**config.mk**
```make
export PLATFORM = sky130hd
export DESIGN_NAME = priority_counting_semaphore_flat
export DESIGN_NICKNAME = d
export VERILOG_FILES = /design/src/design/pcs_pkg.sv /design/src/design/pcs_req_if.sv /design/src/design/pcs_rsp_if.sv /design/src/design/pcs_ram.sv /design/src/design/pcs_datapath.sv /design/src/design/pcs_ctrl.sv /design/src/design/priority_counting_semaphore.sv /design/src/flat_wrapper.sv
export SDC_FILE = /design/constraint.sdc
export NUM_CORES = 1
export LEC_CHECK = 0
export BUFFER_PORTS_ARGS = -buffer_cell sky130_fd_sc_hd__buf_2
export CORE_ASPECT_RATIO = 1.4
export CORE_MARGIN = 2
export CORE_UTILIZATION = 58
export DETAILED_ROUTE_END_ITERATION = 10
export MAX_ROUTING_LAYER = met4
export PLACE_DENSITY = 0.77
export SETUP_SLACK_MARGIN = 0.4
export SYNTH_ARGS = -nofsm -noshare
export SYNTH_HDL_FRONTEND = slang
export SYNTH_HIERARCHICAL = 1
export SYNTH_SLANG_ARGS = --single-unit
```
**constraint.sdc**
```tcl
create_clock -name clk -period 15.1 [get_ports clk]
set_clock_uncertainty 0.15 [all_clocks]
set_input_delay 3.775 -clock clk [delete_from_list [all_inputs] [get_ports clk]]
set_output_delay 3.775 -clock clk [all_outputs]
set_load 0.1 [all_outputs]
```
**src/design/pcs_pkg.sv**
```systemverilog
// Shared types and constants for the priority counting semaphore.
// No dependencies; imported by the interfaces, datapath, controller and top level.
`timescale 1ns / 1ps

package pcs_pkg;

  localparam int PRIO_W     = 6;
  localparam int CNT_W      = 8;
  localparam int STATUS_W   = 3;
  localparam int APB_DATA_W = 32;
  localparam int APB_ADDR_W = 3;

  localparam logic [CNT_W-1:0] FREE_MAX   = 8'hFF;
  localparam logic [CNT_W-1:0] FREE_RESET = 8'd1;

  localparam logic KIND_DOWN = 1'b0;

  // register index, taken from paddr above the byte offset
  typedef enum logic [0:0] {
    REG_INITIAL_COUNT = 1'b0
  } reg_idx_t;

  typedef enum logic [STATUS_W-1:0] {
    ST_GRANTED   = 3'd0,
    ST_QUEUED    = 3'd1,
    ST_FULL      = 3'd2,
    ST_RAISED    = 3'd3,
    ST_WOKEN     = 3'd4,
    ST_SATURATED = 3'd5
  } status_t;

  // datapath commands issued by the controller
  typedef enum logic [4:0] {
    OP_IDLE,
    OP_CAPTURE,
    OP_GRANT,
    OP_REFUSE,
    OP_RAISE,
    OP_SATURATE,
    OP_PUSH_START,
    OP_PUSH_RD,
    OP_PUSH_MOVE,
    OP_PLACE,
    OP_POP_RD_TOP,
    OP_POP_RD_LAST,
    OP_POP_LOAD,
    OP_DN_RDL,
    OP_DN_RDR,
    OP_DN_STEP,
    OP_EMIT
  } dp_op_t;

  // datapath status seen by the controller
  typedef struct packed {
    logic is_up;
    logic free_zero;
    logic free_max;
    logic fill_zero;
    logic fill_full;
    logic idx_zero;
    logic push_less;
    logic l_in;
    logic sink;
    logic out_free;
  } dp_sts_t;

endpackage

```
**src/design/pcs_req_if.sv**
```systemverilog
// Request channel: valid/ready handshake with kind, task id and nice level.
// Depends on pcs_pkg.
`timescale 1ns / 1ps

interface pcs_req_if import pcs_pkg::*; #(
  parameter int TASK_ID_BITS = 8
) ();
  logic                     valid;
  logic                     ready;
  logic                     kind;
  logic [TASK_ID_BITS-1:0]  task_id;
  logic signed [PRIO_W-1:0] priority_req;

  modport source (output valid, kind, task_id, priority_req, input ready);
  modport sink   (input valid, kind, task_id, priority_req, output ready);
endinterface

```
**src/design/pcs_rsp_if.sv**
```systemverilog
// Result channel: valid/ready handshake with status, woken task and count.
// Depends on pcs_pkg.
`timescale 1ns / 1ps

interface pcs_rsp_if import pcs_pkg::*; #(
  parameter int TASK_ID_BITS = 8,
  parameter int WAIT_W       = 5
) ();
  logic                     valid;
  logic                     ready;
  logic [STATUS_W-1:0]      status;
  logic [TASK_ID_BITS-1:0]  woken_task;
  logic signed [PRIO_W-1:0] woken_priority;
  logic [WAIT_W-1:0]        waiters;

  modport source (output valid, status, woken_task, woken_priority, waiters, input ready);
  modport sink   (input valid, status, woken_task, woken_priority, waiters, output ready);
endinterface

```
**src/design/pcs_ram.sv**
```systemverilog
// Generic single-write, single-read RAM with registered read data.
// No dependencies.
`timescale 1ns / 1ps

module pcs_ram #(
  parameter int WIDTH = 14,
  parameter int DEPTH = 16
) (
  input  logic                     clk,
  input  logic                     we,
  input  logic [$clog2(DEPTH)-1:0] waddr,
  input  logic [WIDTH-1:0]         wdata,
  input  logic [$clog2(DEPTH)-1:0] raddr,
  output logic [WIDTH-1:0]         rdata
);

  logic [WIDTH-1:0] mem [DEPTH];

  always_ff @(posedge clk) begin
    if (we) begin
      mem[waddr] <= wdata;
    end
    rdata <= mem[raddr];
  end

endmodule

```
**src/design/pcs_datapath.sv**
```systemverilog
// Datapath: counters, heap index and entry registers, heap RAM, result register.
// Depends on pcs_pkg and pcs_ram; driven by commands from pcs_ctrl.
`timescale 1ns / 1ps

module pcs_datapath import pcs_pkg::*; #(
  parameter int QUEUE_DEPTH  = 16,
  parameter int TASK_ID_BITS = 8,
  localparam int WAIT_W      = $clog2(QUEUE_DEPTH + 1)
) (
  input  logic                     clk,
  input  logic                     rst,
  input  logic                     cfg_we,
  input  logic [CNT_W-1:0]         cfg_wdata,
  output logic [CNT_W-1:0]         cfg_value,
  input  logic                     in_kind,
  input  logic [TASK_ID_BITS-1:0]  in_task,
  input  logic signed [PRIO_W-1:0] in_prio,
  input  dp_op_t                   cmd,
  output dp_sts_t                  sts,
  input  logic                     out_ready,
  output logic                     out_valid,
  output logic [STATUS_W-1:0]      out_status,
  output logic [TASK_ID_BITS-1:0]  out_task,
  output logic signed [PRIO_W-1:0] out_prio,
  output logic [WAIT_W-1:0]        out_waiters
);

  localparam int IW = $clog2(QUEUE_DEPTH);
  localparam int CW = IW + 2;
  localparam int EW = TASK_ID_BITS + PRIO_W;

  logic [CNT_W-1:0]  initial_count;
  logic [CNT_W-1:0]  free_units;
  logic [WAIT_W-1:0] fill;
  logic [IW-1:0]     idx;
  logic [EW-1:0]     cur;
  logic [EW-1:0]     lbuf;
  logic [EW-1:0]     top;
  logic              kind_r;
  status_t           res_status;

  logic          ram_we;
  logic [IW-1:0] ram_waddr;
  logic [EW-1:0] ram_wdata;
  logic [IW-1:0] ram_raddr;
  logic [EW-1:0] ram_rdata;

  logic [IW-1:0] parent;
  logic [CW-1:0] lchild;
  logic [CW-1:0] rchild;
  logic [CW-1:0] fill_c;
  logic          l_in;
  logic          r_in;
  logic          take_l;
  logic          take_r;

  logic signed [PRIO_W-1:0] cur_prio;
  logic signed [PRIO_W-1:0] rd_prio;
  logic signed [PRIO_W-1:0] lb_prio;

  pcs_ram #(
    .WIDTH (EW),
    .DEPTH (QUEUE_DEPTH)
  ) u_heap (
    .clk   (clk),
    .we    (ram_we),
    .waddr (ram_waddr),
    .wdata (ram_wdata),
    .raddr (ram_raddr),
    .rdata (ram_rdata)
  );

  assign cur_prio = cur[PRIO_W-1:0];
  assign rd_prio  = ram_rdata[PRIO_W-1:0];
  assign lb_prio  = lbuf[PRIO_W-1:0];

  assign parent = (idx - IW'(1)) >> 1;
  assign lchild = CW'({idx, 1'b1});
  assign rchild = CW'({idx, 1'b0}) + CW'(2);
  assign fill_c = CW'(fill);
  assign l_in   = lchild < fill_c;
  assign r_in   = rchild < fill_c;

  // strict less-than, left child wins ties
  assign take_l = l_in && (lb_prio < cur_prio);
  assign take_r = r_in && (rd_prio < (take_l ? lb_prio : cur_prio));

  assign cfg_value = initial_count;

  always_comb begin
    sts.is_up     = (kind_r != KIND_DOWN);
    sts.free_zero = (free_units == '0);
    sts.free_max  = (free_units == FREE_MAX);
    sts.fill_zero = (fill == '0);
    sts.fill_full = (fill == WAIT_W'(QUEUE_DEPTH));
    sts.idx_zero  = (idx == '0);
    sts.push_less = (cur_prio < rd_prio);
    sts.l_in      = l_in;
    sts.sink      = !take_l && !take_r;
    sts.out_free  = !out_valid || out_ready;
  end

  always_comb begin
    ram_we    = 1'b0;
    ram_waddr = idx;
    ram_wdata = cur;
    ram_raddr = '0;
    case (cmd)
      OP_PUSH_RD:     ram_raddr = parent;
      OP_PUSH_MOVE: begin
        ram_we    = 1'b1;
        ram_wdata = ram_rdata;
      end
      OP_PLACE:       ram_we = 1'b1;
      OP_POP_RD_LAST: ram_raddr = fill[IW-1:0];
      OP_DN_RDL:      ram_raddr = lchild[IW-1:0];
      OP_DN_RDR:      ram_raddr = rchild[IW-1:0];
      OP_DN_STEP: begin
        ram_we    = 1'b1;
        ram_wdata = take_r ? ram_rdata : (take_l ? lbuf : cur);
      end
      default: ;
    endcase
  end

  // control state
  always_ff @(posedge clk) begin
    if (rst) begin
      initial_count <= FREE_RESET;
      free_units    <= FREE_RESET;
      fill          <= '0;
      out_valid     <= 1'b0;
    end else begin
      if (out_valid && out_ready) begin
        out_valid <= 1'b0;
      end
      if (cfg_we) begin
        initial_count <= cfg_wdata;
        free_units    <= cfg_wdata;
        fill          <= '0;
      end
      case (cmd)
        OP_GRANT:      free_units <= free_units - CNT_W'(1);
        OP_RAISE:      free_units <= free_units + CNT_W'(1);
        OP_PUSH_START: fill <= fill + WAIT_W'(1);
        OP_POP_RD_TOP: fill <= fill - WAIT_W'(1);
        OP_EMIT:       out_valid <= 1'b1;
        default: ;
      endcase
    end
  end

  // payload registers
  always_ff @(posedge clk) begin
    case (cmd)
      OP_CAPTURE: begin
        cur    <= {in_task, in_prio};
        kind_r <= in_kind;
      end
      OP_GRANT:    res_status <= ST_GRANTED;
      OP_REFUSE:   res_status <= ST_FULL;
      OP_RAISE:    res_status <= ST_RAISED;
      OP_SATURATE: res_status <= ST_SATURATED;
      OP_PUSH_START: begin
        idx        <= fill[IW-1:0];
        res_status <= ST_QUEUED;
      end
      OP_PUSH_MOVE:   idx <= parent;
      OP_POP_RD_TOP:  res_status <= ST_WOKEN;
      OP_POP_RD_LAST: top <= ram_rdata;
      OP_POP_LOAD: begin
        cur <= ram_rdata;
        idx <= '0;
      end
      OP_DN_RDR: lbuf <= ram_rdata;
      OP_DN_STEP: begin
        if (take_r) begin
          idx <= rchild[IW-1:0];
        end else if (take_l) begin
          idx <= lchild[IW-1:0];
        end
      end
      OP_EMIT: begin
        out_status  <= res_status;
        out_waiters <= fill;
        if (res_status == ST_WOKEN) begin
          out_task <= top[EW-1:PRIO_W];
          out_prio <= top[PRIO_W-1:0];
        end else begin
          out_task <= '0;
          out_prio <= '0;
        end
      end
      default: ;
    endcase
  end

`ifndef NO_ASSERTIONS
  a_fill_bound: assert property (@(posedge clk) disable iff (rst)
    fill <= WAIT_W'(QUEUE_DEPTH))
    else $error("heap fill beyond queue depth");

  a_wait_only_when_empty: assert property (@(posedge clk) disable iff (rst)
    (free_units == '0) || (fill == '0))
    else $error("tasks waiting while free units remain");

  a_emit_into_free_slot: assert property (@(posedge clk) disable iff (rst)
    (cmd == OP_EMIT) |-> (!out_valid || out_ready))
    else $error("result overwrites one not yet taken");

  a_woken_leaves_room: assert property (@(posedge clk) disable iff (rst)
    (out_valid && (out_status == ST_WOKEN)) |-> (out_waiters < WAIT_W'(QUEUE_DEPTH)))
    else $error("woken result with full queue");
`endif

endmodule

```
**src/design/pcs_ctrl.sv**
```systemverilog
// Controller: sequences grant, sift-up push and sift-down pop per request.
// Depends on pcs_pkg; drives pcs_datapath by command.
`timescale 1ns / 1ps

module pcs_ctrl import pcs_pkg::*; (
  input  logic    clk,
  input  logic    rst,
  input  logic    in_valid,
  output logic    in_ready,
  input  dp_sts_t sts,
  output dp_op_t  cmd
);

  typedef enum logic [3:0] {
    S_IDLE,
    S_DECIDE,
    S_PU_CHK,
    S_PU_CMP,
    S_PO_LAST,
    S_PO_LOAD,
    S_DN_L,
    S_DN_R,
    S_DN_CMP,
    S_EMIT
  } state_t;

  state_t state;
  state_t state_next;

  always_ff @(posedge clk) begin
    if (rst) begin
      state <= S_IDLE;
    end else begin
      state <= state_next;
    end
  end

  assign in_ready = (state == S_IDLE);

  always_comb begin
    state_next = state;
    cmd        = OP_IDLE;
    unique case (state)
      S_IDLE: begin
        if (in_valid) begin
          cmd        = OP_CAPTURE;
          state_next = S_DECIDE;
        end
      end
      S_DECIDE: begin
        if (!sts.is_up) begin
          if (!sts.free_zero) begin
            cmd        = OP_GRANT;
            state_next = S_EMIT;
          end else if (sts.fill_full) begin
            cmd        = OP_REFUSE;
            state_next = S_EMIT;
          end else begin
            cmd        = OP_PUSH_START;
            state_next = S_PU_CHK;
          end
        end else if (sts.fill_zero) begin
          cmd        = sts.free_max ? OP_SATURATE : OP_RAISE;
          state_next = S_EMIT;
        end else begin
          cmd        = OP_POP_RD_TOP;
          state_next = S_PO_LAST;
        end
      end
      S_PU_CHK: begin
        if (sts.idx_zero) begin
          cmd        = OP_PLACE;
          state_next = S_EMIT;
        end else begin
          cmd        = OP_PUSH_RD;
          state_next = S_PU_CMP;
        end
      end
      S_PU_CMP: begin
        if (sts.push_less) begin
          cmd        = OP_PUSH_MOVE;
          state_next = S_PU_CHK;
        end else begin
          cmd        = OP_PLACE;
          state_next = S_EMIT;
        end
      end
      S_PO_LAST: begin
        cmd        = OP_POP_RD_LAST;
        state_next = S_PO_LOAD;
      end
      S_PO_LOAD: begin
        cmd        = OP_POP_LOAD;
        state_next = sts.fill_zero ? S_EMIT : S_DN_L;
      end
      S_DN_L: begin
        if (sts.l_in) begin
          cmd        = OP_DN_RDL;
          state_next = S_DN_R;
        end else begin
          cmd        = OP_PLACE;
          state_next = S_EMIT;
        end
      end
      S_DN_R: begin
        cmd        = OP_DN_RDR;
        state_next = S_DN_CMP;
      end
      S_DN_CMP: begin
        cmd        = OP_DN_STEP;
        state_next = sts.sink ? S_EMIT : S_DN_L;
      end
      S_EMIT: begin
        if (sts.out_free) begin
          cmd        = OP_EMIT;
          state_next = S_IDLE;
        end
      end
      default: state_next = S_IDLE;
    endcase
  end

`ifndef NO_ASSERTIONS
  a_one_at_a_time: assert property (@(posedge clk) disable iff (rst)
    (in_valid && in_ready) |=> !in_ready)
    else $error("second request taken while one is in work");

  a_emit_then_idle: assert property (@(posedge clk) disable iff (rst)
    (cmd == OP_EMIT) |=> in_ready)
    else $error("controller not idle after emitting a result");

  a_step_from_compare: assert property (@(posedge clk) disable iff (rst)
    (cmd == OP_DN_STEP) |-> ($past(cmd) == OP_DN_RDR))
    else $error("sift-down step without both children read");
`endif

endmodule

```
**src/design/priority_counting_semaphore.sv**
```systemverilog
// Top level of the priority counting semaphore: APB register, controller, datapath.
// Depends on pcs_pkg, pcs_req_if, pcs_rsp_if, pcs_ctrl and pcs_datapath.
//
//  channel | direction | handshake            | payload
//  --------+-----------+----------------------+--------------------------------------
//  req     | in        | valid / ready        | kind, task_id, priority_req
//  rsp     | out       | valid / ready        | status, woken_task, woken_priority, waiters
//  apb     | in        | psel/penable/pready  | paddr, pwdata, prdata (initial_count)
//
// One request is in work at a time. Steps from accept to result valid:
//   grant / refuse / raise / saturate : decide, then emit
//   down that queues (sift-up)        : per level read and compare parent, then place
//   up that wakes a waiter (sift-down): pop top, load last entry, then per level read
//                                       and compare left and right child (skipped if emptied)
// The heap RAM has one read port with registered data, so each heap level costs
// one read (sift-up) or two reads (left and right child, sift-down). Reset: free
// units = 1, queue empty. A write to initial_count reloads the free count and
// empties the queue. A stalled result holds in the output register; the next
// request is still accepted and worked on, and its result waits for that slot.
`timescale 1ns / 1ps

module priority_counting_semaphore import pcs_pkg::*; #(
  parameter int QUEUE_DEPTH  = 16,
  parameter int TASK_ID_BITS = 8
) (
  input  logic                  clk,
  input  logic                  rst,
  pcs_req_if.sink               req,
  pcs_rsp_if.source             rsp,
  input  logic                  psel,
  input  logic                  penable,
  input  logic                  pwrite,
  input  logic [APB_ADDR_W-1:0] paddr,
  input  logic [APB_DATA_W-1:0] pwdata,
  output logic [APB_DATA_W-1:0] prdata,
  output logic                  pready
);

  localparam int WAIT_W = $clog2(QUEUE_DEPTH + 1);

  dp_op_t           cmd;
  dp_sts_t          sts;
  logic             cfg_we;
  logic [CNT_W-1:0] cfg_value;

  // register index sits above the 32-bit word offset
  assign pready = 1'b1;
  assign cfg_we = psel && penable && pwrite && pready
                  && (paddr[APB_ADDR_W-1:2] == REG_INITIAL_COUNT);
  assign prdata = APB_DATA_W'(cfg_value);

  // sequencer: one state per heap access step
  pcs_ctrl u_ctrl (
    .clk      (clk),
    .rst      (rst),
    .in_valid (req.valid),
    .in_ready (req.ready),
    .sts      (sts),
    .cmd      (cmd)
  );

  // counters, heap RAM and the output register
  pcs_datapath #(
    .QUEUE_DEPTH  (QUEUE_DEPTH),
    .TASK_ID_BITS (TASK_ID_BITS)
  ) u_dp (
    .clk         (clk),
    .rst         (rst),
    .cfg_we      (cfg_we),
    .cfg_wdata   (pwdata[CNT_W-1:0]),
    .cfg_value   (cfg_value),
    .in_kind     (req.kind),
    .in_task     (req.task_id),
    .in_prio     (req.priority_req),
    .cmd         (cmd),
    .sts         (sts),
    .out_ready   (rsp.ready),
    .out_valid   (rsp.valid),
    .out_status  (rsp.status),
    .out_task    (rsp.woken_task),
    .out_prio    (rsp.woken_priority),
    .out_waiters (rsp.waiters[WAIT_W-1:0])
  );

endmodule
```
**src/flat_wrapper.sv**
```systemverilog
// flat-port wrapper written by rule: the top's interface ports become plain ports
module priority_counting_semaphore_flat import pcs_pkg::*;
#(
  parameter int QUEUE_DEPTH  = 16,
  parameter int TASK_ID_BITS = 8
)
  (clk, rst, psel, penable, pwrite, paddr, pwdata, prdata, pready, req_valid, req_kind, req_task_id, req_priority_req, req_ready, rsp_valid, rsp_status, rsp_woken_task, rsp_woken_priority, rsp_waiters, rsp_ready);
  pcs_req_if #(.TASK_ID_BITS(TASK_ID_BITS)) req_i ();
  pcs_rsp_if #(.TASK_ID_BITS(TASK_ID_BITS)) rsp_i ();
  input  logic clk;
  input  logic rst;
  input  logic psel;
  input  logic penable;
  input  logic pwrite;
  input  logic [APB_ADDR_W-1:0] paddr;
  input  logic [APB_DATA_W-1:0] pwdata;
  output logic [APB_DATA_W-1:0] prdata;
  output logic pready;
  input wire logic [$bits(req_i.valid)-1:0] req_valid;
  input wire logic [$bits(req_i.kind)-1:0] req_kind;
  input wire logic [$bits(req_i.task_id)-1:0] req_task_id;
  input wire logic [$bits(req_i.priority_req)-1:0] req_priority_req;
  output wire logic [$bits(req_i.ready)-1:0] req_ready;
  output wire logic [$bits(rsp_i.valid)-1:0] rsp_valid;
  output wire logic [$bits(rsp_i.status)-1:0] rsp_status;
  output wire logic [$bits(rsp_i.woken_task)-1:0] rsp_woken_task;
  output wire logic [$bits(rsp_i.woken_priority)-1:0] rsp_woken_priority;
  output wire logic [$bits(rsp_i.waiters)-1:0] rsp_waiters;
  input wire logic [$bits(rsp_i.ready)-1:0] rsp_ready;
  assign req_i.valid = req_valid;
  assign req_i.kind = req_kind;
  assign req_i.task_id = req_task_id;
  assign req_i.priority_req = req_priority_req;
  assign req_ready = req_i.ready;
  assign rsp_valid = rsp_i.valid;
  assign rsp_status = rsp_i.status;
  assign rsp_woken_task = rsp_i.woken_task;
  assign rsp_woken_priority = rsp_i.woken_priority;
  assign rsp_waiters = rsp_i.waiters;
  assign rsp_i.ready = rsp_ready;
  priority_counting_semaphore #(.QUEUE_DEPTH(QUEUE_DEPTH), .TASK_ID_BITS(TASK_ID_BITS)) u_core (.clk(clk), .rst(rst), .req(req_i), .rsp(rsp_i), .psel(psel), .penable(penable), .pwrite(pwrite), .paddr(paddr), .pwdata(pwdata), .prdata(prdata), .pready(pready));
endmodule
```
* Word-level counts from Yosys, hierarchy flattened
Memory sizes are Yosys's and may differ from the RTL's. A register that Yosys moved wholly into a read port is not among the register bits.
Cells that the tools add are included.
** Word-level totals
- Output and inout bits :: 57
- Register bits after elaboration :: 98
- Logic and storage cells :: 125
- Memories kept :: 1
- Memory bits (writable) :: 224
- Input bits :: 57
** Memories
- u_core.u_dp.u_heap.mem :: depth 16, width 14, read ports 1, clocked after memory_dff 1, wr ports 1, line pcs_ram.sv:17 : logic [WIDTH-1:0] mem [DEPTH];
** Operators by class
- Bitwise gates (word level) :: 1
- Equal/unequal tests :: 31
- Reduce and logical (&&, ||, !) cells :: 24
- Add/subtract/negate cells :: 6
- Multiplexer cells :: 42
- Order comparisons :: 5
** Operator list (count)
- 2-to-1 mux 4 bit :: 15
- one-hot mux 14 bit (2 select lines) :: 2
- one-hot mux 5 bit (10 select lines) :: 1
- equality test 5 x 4 -> 1 bit (second input constant) :: 8
- one-hot mux 4 bit (10 select lines) :: 1
- one-hot mux 4 bit (4 select lines) :: 2
- 2-to-1 mux 14 bit :: 2
- equality test 5 x 3 -> 1 bit (second input constant) :: 4
- < comparator 6 bit :: 3
- one-hot mux 3 bit (6 select lines) :: 1
- equality test 4 x 3 -> 1 bit (second input constant) :: 4
- one-hot mux 8 bit (2 select lines) :: 1
- 2-to-1 mux 5 bit :: 3
- equality test 5 x 2 -> 1 bit (second input constant) :: 2
- equality test 5 bit (second input constant) :: 2
- one-hot mux 5 bit (2 select lines) :: 1
- 2-to-1 mux 3 bit :: 3
- adder 8 x 1 -> 8 bit (second input constant) :: 1
- equality test 4 x 2 -> 1 bit (second input constant) :: 2
- equality test 4 bit (second input constant) :: 2
- equality test 8 bit (second input constant) :: 1
- zero test 4 bit :: 2
- zero test 8 bit :: 1
- 2-to-1 mux 1 bit :: 8
- 26 further kinds :: 37

* Longest topological paths before layout
- Word-level depth :: 10
- Depth in mapped cells :: 21
- Depth with buffers taken out :: 21

* Modules after synthesis
The synthesis kept the hierarchy.
** By module, submodules not included
- pcs_ram :: sequential area each 7006.7 um^2, area an instance 8763.4 um^2, cells an instance 379, times used 1
- pcs_datapath :: sequential area each 2602.5 um^2, area an instance 5211.2 um^2, cells an instance 468, times used 1
- pcs_ctrl :: sequential area each 80.1 um^2, area an instance 519.2 um^2, cells an instance 74, times used 1
- priority_counting_semaphore :: sequential area each 0.0 um^2, area an instance 205.2 um^2, cells an instance 28, times used 1

* Worst setup path after synthesis
Ideal clock, no wire load.
- Path type :: in2reg
- From :: input req_valid
- To :: register u_core.u_dp.u_heap.rdata[10] (read register of u_core.u_dp.u_heap.mem)
- Buffers on the path :: 2
- Stages :: 11
- Library setup time :: 0.120 ns
- Setup slack :: 7.639 ns
- Required time :: 14.830 ns
- Arrival :: 7.191 ns
- Cells stage by stage :: nor4_1 > a221oi_1 > nand2b_1 > nor3_1 > o21ai_0 > o211ai_1 > clkbuf_1 > buf_2 > mux4_2 > a22oi_1 > nand2_1
** Between the ends
- Word-level cells in the longest chain between the ends :: 4
- Elaborated cells on any way between the ends :: 7
- Classes of those cells :: eq/ne (4); mux (3)
** Ends and longest elaborated chain
- start: declaration :: line flat_wrapper.sv:19 : input wire logic [$bits(req_i.valid)-1:0] req_valid;
- 2-to-1 mux 1 bit * :: line pcs_ctrl.sv:45 : if (in_valid) begin
- one-hot mux 5 bit (10 select lines) * :: line pcs_ctrl.sv:43 : unique case (state)
- via u_core.cmd[0] :: line priority_counting_semaphore.sv:41 : dp_op_t cmd;
- equality test 5 x 4 -> 1 bit / equality test 5 x 3 -> 1 bit (equally long branches) :: line pcs_datapath.sv:108 : case (cmd)
- one-hot mux 4 bit (4 select lines) * :: line pcs_datapath.sv:108
- via u_core.u_dp.ram_raddr[1] :: line pcs_datapath.sv:45 : logic [IW-1:0] ram_raddr;
- end: declaration :: line pcs_ram.sv:14 : output logic [WIDTH-1:0] rdata
The timed path passes the listed nets; every way through them passes the cells marked *.
A chain may end at the register's enable or synchronous reset.

* Worst setup path in the final report
- From :: input req_valid
- To :: register u_core.u_dp.u_heap.rdata[3] (read register of u_core.u_dp.u_heap.mem)
The elaborated chain is that of the path after synthesis.

==> results.toml <==
[cells_and_area]
layout.nets = 1108
diodes = 0
drive_above_1_share = 0.216
fin_cells = 1354
synthToLayoutAreaGrowth_pct = 10.8

[detailed_routing]
vias = 8438
wl_per_cell_um = 22.8
drc = 0
first_pass_iters = 7
viasPerCell = 6.23
wirelength_mm = 30.8
drtAntennaViolNets = 0
drt_iter0_markers = 819

[place]
place_ws_ns = 7.52
place_inst = 1298
dpl.hpwl_mm = 19.6
io_buffers = 62
place_congestion = 0.874

[yosys]
syn_area_per_cell_um2 = 15.5
synth_most_common_cell = "edfxtp_1"
synth_top_area_cell = "edfxtp_1"
syn-cell-area_um2 = 14700
synth_ff_type = "edfxtp_1"
synthTopCellsByArea = "edfxtp_1 60%, mux4_2 8.6%, dfxtp_1 5.4%"
synth.distinct_cells = 74
netlist_instances = 949
ys_seq_area_frac = 0.659
synth-edff-count = 296
async_flop_share = 0
yosysWarnings = 6
synth.cells.most_frequent = "296 x edfxtp_1, 61 x nor2_1, 56 x mux4_2"
yosysTopAreaCellShare = 0.605
synth-seq-cells = 336

[timing]
layout_min_cycle_time_ns = 7.13
final_hold_viol_count = 0
max-slew-margin-rel = 0.149
period_share = 0.472
setup_viol = 0
tns_ns = 0
worst_pin_slew_ns = 1.27
rsz0062_at_grt = "no"
max_freq_mhz = 140
slew_violations = 0
setup_ws_ns = 7.97

[power]
peakVddDrop_v = 0.000150
p_leak_nw = 5.56
p_per_area_nw_per_um2 = 202

[cts]
cts_tree = "yes"
ctsHoldBuffers = 0
clk_pin_slew_worst_paths_ns = 0.07
clkLatencyLatePin_ns = 0.59
htreeDepth = 1
post-cts-setup-buffers = 0
root_buffer = "clkbuf_16"
numCtsBuffers = 30
cts_sinks = 336
cts_buffer_depth = 3
cts-resized-gates = 0

[setup_path]
cp.required_ns = 15.38
crit_arrival_ns = 7.41
critPathCaptureType = "register"
r2r_slack_ns = 9.28
critPathKind = "in -> reg"
r2r_cells = 13
start_kind = "input pin"
crit_fanout = 56
reg2reg_from = "u_core/u_dp/idx[0]"
r2r_end = "u_core/u_dp/u_heap/mem[3][4]"

[run_status]
outcome = "completed"

[floorplan]
die_h_um = 192
fp.coreArea_um2 = 24800
die-area_um2 = 26700
fp-row-count = 68
start_util = 0.594
ios = 114
die_x_um = 139

[hold_path]
min_to = "u_core/u_dp/out_status[2]"
hold_path.startpoint = "u_core/u_dp/res_status[2]"
holdCritPathClass = "reg -> reg"
whs_path_depth = 0

[grt]
grt_usage = 0.237
grt_pass1_wl_mm = 47.3
antenna_found_initial = 0
grt_pass1_vias = 8411
grt_max_degree = 57
grt_remaining_overflow = 0

[flow_run]
cap_violations = 0
## sequential cells by signal, indices dropped and copies added (netlist names)
name and cells:
u_core/u_dp/u_heap/mem 224, u_core/u_dp/cur 14, u_core/u_dp/lbuf 14, u_core/u_dp/top 14, u_core/u_dp/u_heap/rdata 14, u_core/u_dp/cfg_value 8
u_core/u_dp/free_units 8, u_core/u_dp/out_task 8, u_core/u_dp/out_prio 6, u_core/u_dp/fill 5, u_core/u_dp/out_waiters 5, u_core/u_ctrl/state 4
u_core/u_dp/idx 4, u_core/u_dp/out_status 3, u_core/u_dp/res_status 3, u_core/u_dp/kind_r 1, u_core/u_dp/out_valid 1
## per-layer routing
metal / up-vias / track usage / part of all wire
met5: - / - / 0
met4: 0 / 0.0812 / 0.031
met3: 75 / 0.0290 / 0.062
met2: 330 / 0.430 / 0.54
met1: 4258 / 0.277 / 0.37
li1: 3775 / - / -
## worst max-delay path by stage
stage | startpoint | end | slack (ns) | cells past startpoint
global placement | rsp_ready | u_core/u_dp/u_heap/rdata[8] | 7.58 | 13
global route | rsp_ready | u_core/u_dp/u_heap/rdata[8] | 7.77 | 13
finish | req_valid | u_core/u_dp/u_heap/rdata[3] | 7.97 | 13
floorplan | req_valid | u_core/u_dp/u_heap/rdata[10] | 7.64 | 11
detailed placement | req_valid | u_core/u_dp/u_heap/rdata[0] | 7.52 | 13
CTS | req_valid | u_core/u_dp/u_heap/rdata[3] | 8.08 | 13
## stage by stage
stage	util	hold slack (ns)	power (mW)	cell area (um^2)
global route	0.658	0.337	3.45	16300
finish	0.658	0.313	3.29	16300
CTS	0.658	0.310	3.30	16300
floorplan	-	0.268	2.21	14800
global placement	0.615	0.274	2.44	15200
detailed placement	0.615	0.288	2.48	15200
## power by group
part | internal [mW] | total, mW | switching, mW
clock | 0.460 | 0.805 | 0.344
combinational | 0.371 | 1.09 | 0.723
sequential | 1.29 | 1.39 | 0.101
total | 2.12 | 3.29 | 1.17
## kinds of logic after synthesis
kind of cell,Yosys count,share of synthesized area
compound gates,157,0.0790
xor+xnor,15,0.00894
fa+ha+maj,36,0.0317
buf+inv,94,0.0367
flops,336,0.659
mux,86,0.107
other cells,2,0.000511
simple gates,223,0.0770
## layout by cell type (no fill, tap or decap), types with 5 or more instances in the layout
cell	count
nor2b_1	16
mux2i_1	21
clkbuf_16	30
conb_1	25
mux4_2	56
and2_1	18
a22oi_1	28
nand2_1	50
o21ai_0	17
buf_2	62
a21o_1	9
ha_1	34
nor3_1	15
buf_4	17
dfxtp_1	40
bufinv_16	5
a211oi_1	8
nor2_2	6
nand2b_1	11
a31oi_1	7
nor2_1	55
nand3_1	11
nor3b_1	5
nor3_2	5
inv_1	25
edfxtp_1	296
mux2_2	9
clkinv_2	9
a221o_1	14
xnor2_1	11
a21oi_1	30
## layout make-up
type / instances / area [um^2]
Sequential cell: 336 / 9690
Multi-Input combinational cell: 542 / 4600
Tap cell: 315 / 394
Inverter: 26 / 97.6
Fill cell: 1662 / 8470
Clock buffer: 32 / 768
Clock inverter: 24 / 299
Timing Repair Buffer: 79 / 438
## critical path: stages
cell and delay [ns]:
buf_2 0.09, nor4_1 0.59, a221oi_1 0.11, buf_4 0.23, nand2b_1 0.25, nor3_2 0.22
buf_4 0.29, o21ai_0 0.12, o211ai_1 0.13, buf_4 0.68, mux4_2 0.41, a22oi_1 0.34
nand2_1 0.16
Power figures use the tool's default switching activity.
